File: src/rtl/ubh_divider.sv
// ----------------------------------------------------------------------------
// ubh_divider
// restoring divider, one quotient bit per cycle, unsigned operands
// ----------------------------------------------------------------------------
module ubh_divider #(
  parameter int NUM_W = 64,
  parameter int DEN_W = 34
) (
  input  logic             clk,
  input  logic             rst,
  input  logic             start,
  input  logic [NUM_W-1:0] num,
  input  logic [DEN_W-1:0] den,
  output logic             done,
  output logic [NUM_W-1:0] quot,
  output logic             rem_nz
);

  localparam int CW = $clog2(NUM_W + 1);

  logic [NUM_W-1:0] q;
  logic [DEN_W:0]   r;
  logic [DEN_W-1:0] dv;
  logic [CW-1:0]    cnt;
  logic             busy;
  logic [DEN_W:0]   shifted;

  assign shifted = {r[DEN_W-1:0], q[NUM_W-1]};

  always_ff @(posedge clk) begin
    if (rst) begin
      busy <= 1'b0;
      done <= 1'b0;
    end else begin
      done <= 1'b0;
      if (start) begin
        busy <= 1'b1;
        cnt  <= CW'(NUM_W);
      end else if (busy) begin
        cnt <= cnt - CW'(1);
        if (cnt == CW'(1)) begin
          busy <= 1'b0;
          done <= 1'b1;
        end
      end
    end
  end

  always_ff @(posedge clk) begin
    if (start) begin
      q  <= num;
      r  <= '0;
      dv <= den;
    end else if (busy) begin
      if (shifted >= {1'b0, dv}) begin
        r <= shifted - {1'b0, dv};
        q <= {q[NUM_W-2:0], 1'b1};
      end else begin
        r <= shifted;
        q <= {q[NUM_W-2:0], 1'b0};
      end
    end
  end

  assign quot   = q;
  assign rem_nz = (r != '0);

endmodule

File: config.mk
export PLATFORM = sky130hd
export DESIGN_NAME = ubh_divider
export DESIGN_NICKNAME = d
export VERILOG_FILES = /design/src/rtl/ubh_divider.sv
export SDC_FILE = /design/constraint.sdc
export NUM_CORES = 1
export LEC_CHECK = 0
export ABC_CLOCK_PERIOD_IN_PS = 5000
export BUFFER_PORTS_ARGS = -buffer_cell sky130_fd_sc_hd__buf_2
export CAP_MARGIN = 20
export CORE_MARGIN = 2
export CORE_UTILIZATION = 59
export CTS_CLUSTER_DIAMETER = 100
export DETAILED_ROUTE_END_ITERATION = 8
export GPL_ROUTABILITY_DRIVEN = 0
export PLACE_DENSITY = 0.85
export SLEW_MARGIN = 20
export SYNTH_ARGS = -nofsm -noshare
export SYNTH_HDL_FRONTEND = slang
export SYNTH_SLANG_ARGS = --single-unit
File: constraint.sdc
create_clock -name clk -period 5 [get_ports clk]
set_clock_uncertainty 0.2 [all_clocks]
set_input_delay 0.75 -clock clk [delete_from_list [all_inputs] [get_ports clk]]
set_output_delay 0.75 -clock clk [all_outputs]
set_load 0.02 [all_outputs]
==> metrics <==
syn_nets 843; core area 0.0127 mm2; DRC viols 0; Initial DRT Pass Iterations 5; overall die height 119 um; Die X 119 um; final WL 18600 um; final worst path period need 3.49 ns; hold depth 1; CP Cell Sequence inv_1 > ha_1 > inv_1 > fa_1 > a21o_1 > a221oi_4 > a221o_1 > a21oi_2 > o22ai_4 > o21ai_2 > and2_1 > or4b_1 > a32o_1; Slew Viols, Final 0; Slowest-stage cell, CP or4b_1; CTS max path bufs 2; IO Port Bufs 166; post-CTS sizing 0; CP dominant cell by count inv_1; Pwr Density 384 mW/mm2; arrival time of the worst setup path 3.60 ns; CTS root buf clkbuf_16; fraction of registers with async set or reset after synthesis 0; RSZ-0062 raised after global routing false; Routed wire per std cell 17.7 um; worst rel slew slack 0.459; max incr delay on CP 0.48 ns; DP HPWL 13300 um; starting density of the core 0.611; setup TNS 0 ns; crit path buf inv count 2; Sink Count 142; GR Util All Layers 0.272; vias in the first global route 6345; antenna violations before repair 0; global route overflow 0; Critical Path Start Type register; first-pass GRT wire length 30300 um; Max Cap Viol 0; WP data required 5.11 ns; DR vias/cell 5.80; unique cell type count in the Yosys netlist 58; Site Rows 41; Mapped Cells 705; mean area per synthesized cell 11.0 um2; die area 0.0141 mm2; Crit. path cell count 13; clk_lat worst skew 0.43 ns; final hold violation count 0; LEAKAGE 3.95 nW; fill count 887; Nets 1005; CP Class register to register; CTS buffer count 17; FF/Latch Area 0.00389 mm2; Worst Reg-to-Reg Cells 13; VDD IR max 0.309 mV; Post-DRT Antenna Nets 0; Max Fclk 287 MHz; crit end category register; H-tree Lvls 4; class of the most critical hold timing path primary input to register; EDFF count, synth 105; peak fanout along the critical path 4; total power 3.58 mW; CTS tree done; delay-heaviest family, CP compound AO/OA/AOI/OAI gates; Synth Cell Area 0.00777 mm2; routed wl met3 1370 um; largest net degree at the start of global routing 64; area delta synth->final 20.2%; met2 wire len 9270 um; final core utilization 0.734; sequential fraction of the synthesis area 0.501; wire length on met1 7510 um; Synth Register Bits 142; detailed-route via count 6102; ant diodes 0; Top FF cell, synth edfxtp_1; R2R Setup Slk 1.51 ns; status completed; Post-CTS Setup Bufs 0; CTS hold repair buffers 0; DR iter-0 viols 436; Yosys warnings 0; Multi-input gate area 0.00356 mm2; Top Ports 167; layout cells sized above 1 0.315; DR top layer met4; fin crit share 0.697; clock-pin slew on the worst setup and hold paths 0.06 ns; worst-margin pin slew 0.812 ns; setup violators final 0
-- state kept, by name, indices dropped and copies added (netlist names) --
register,count
r,35
done,1
busy,1
quot,64
cnt,7
dv,34
-- cell families after synthesis --
group,share of synthesized area
buf+inv,0.0412
simple gates,0.105
xor+xnor,0.0383
flops,0.501
mux,0.123
compound gates,0.132
fa+ha+maj,0.0605
-- Yosys cell counts (all sizes together) (11+ instances only) --
| cell type | instances | area [um2] |
|---|---|---|
| o21ai | 36 | 184 |
| a21o | 12 | 90.1 |
| clkbuf | 20 | 75.1 |
| ha | 36 | 450 |
| a21oi | 40 | 204 |
| dfxtp | 37 | 741 |
| xor2 | 12 | 105 |
| edfxtp | 105 | 3150 |
| mux2 | 65 | 732 |
| nor4 | 11 | 68.8 |
| xnor2 | 22 | 193 |
| nand2 | 52 | 195 |
| mux2i | 22 | 220 |
| nor2 | 56 | 210 |
| inv | 48 | 180 |
| a211oi | 29 | 230 |
-- cell usage in the layout, fill, tap and decap left out, types with 5 or more instances in the layout --
master	instances
mux2_2	64
a211oi_1	28
nand4_1	7
buf_2	165
buf_4	8
xor2_1	12
o21ai_0	27
nor2_1	56
clkbuf_16	17
ha_1	36
nand2b_1	8
a21oi_1	39
nand2_1	52
o21ai_1	8
inv_1	47
a21o_1	12
edfxtp_1	105
xnor2_1	22
o21bai_1	7
o21a_1	6
nor4_1	11
nor3_1	9
mux2i_1	22
nand3_1	9
dfxtp_1	37
o211ai_1	5
-- stage by stage --
step                setup WS, ns  hold slack [ns]  cell area (um2)  instances
floorplan                   1.69            0.243             7770        705
global placement            1.68            0.257             8730       1020
detailed placement          1.56            0.277             8730       1020
CTS                         1.55            0.278             9340       1052
global route                1.32            0.276             9340       1052
finish                      1.51            0.287             9340       1052
-- report_power, final --
part / total (mW) / switching, mW / internal [mW]
logic: 0.812 / 0.476 / 0.337
registers: 1.47 / 0.0730 / 1.40
clock network: 1.30 / 0.510 / 0.792
total: 3.58 / 1.06 / 2.53
-- worst paths after layout --
| kind | startpoint | end |
|---|---|---|
| max | quot[63] | r[34] |
| min | den[10] | dv[10] |
| max reg2reg | quot[63] | r[34] |
| min reg2reg | r[5] | r[5] |
-- final cells by class --
| class | instances | share of cell area |
|---|---|---|
| Multi-Input combinational cell | 485 | 0.381 |
| Clock buffer | 17 | 0.0455 |
| Timing Repair Buffer | 173 | 0.0948 |
| Sequential cell | 142 | 0.417 |
| Tap cell | 172 | 0.0230 |
| Clock inverter | 15 | 0.0198 |
| Inverter | 48 | 0.0193 |
-- per-layer routing --
metal,vias up,track usage
met5,-,0
met4,0,0.113
met3,39,0.0898
met2,240,0.463
met1,2897,0.315
li1,2926,-
No activity file was read; power rests on OpenSTA's default activity.
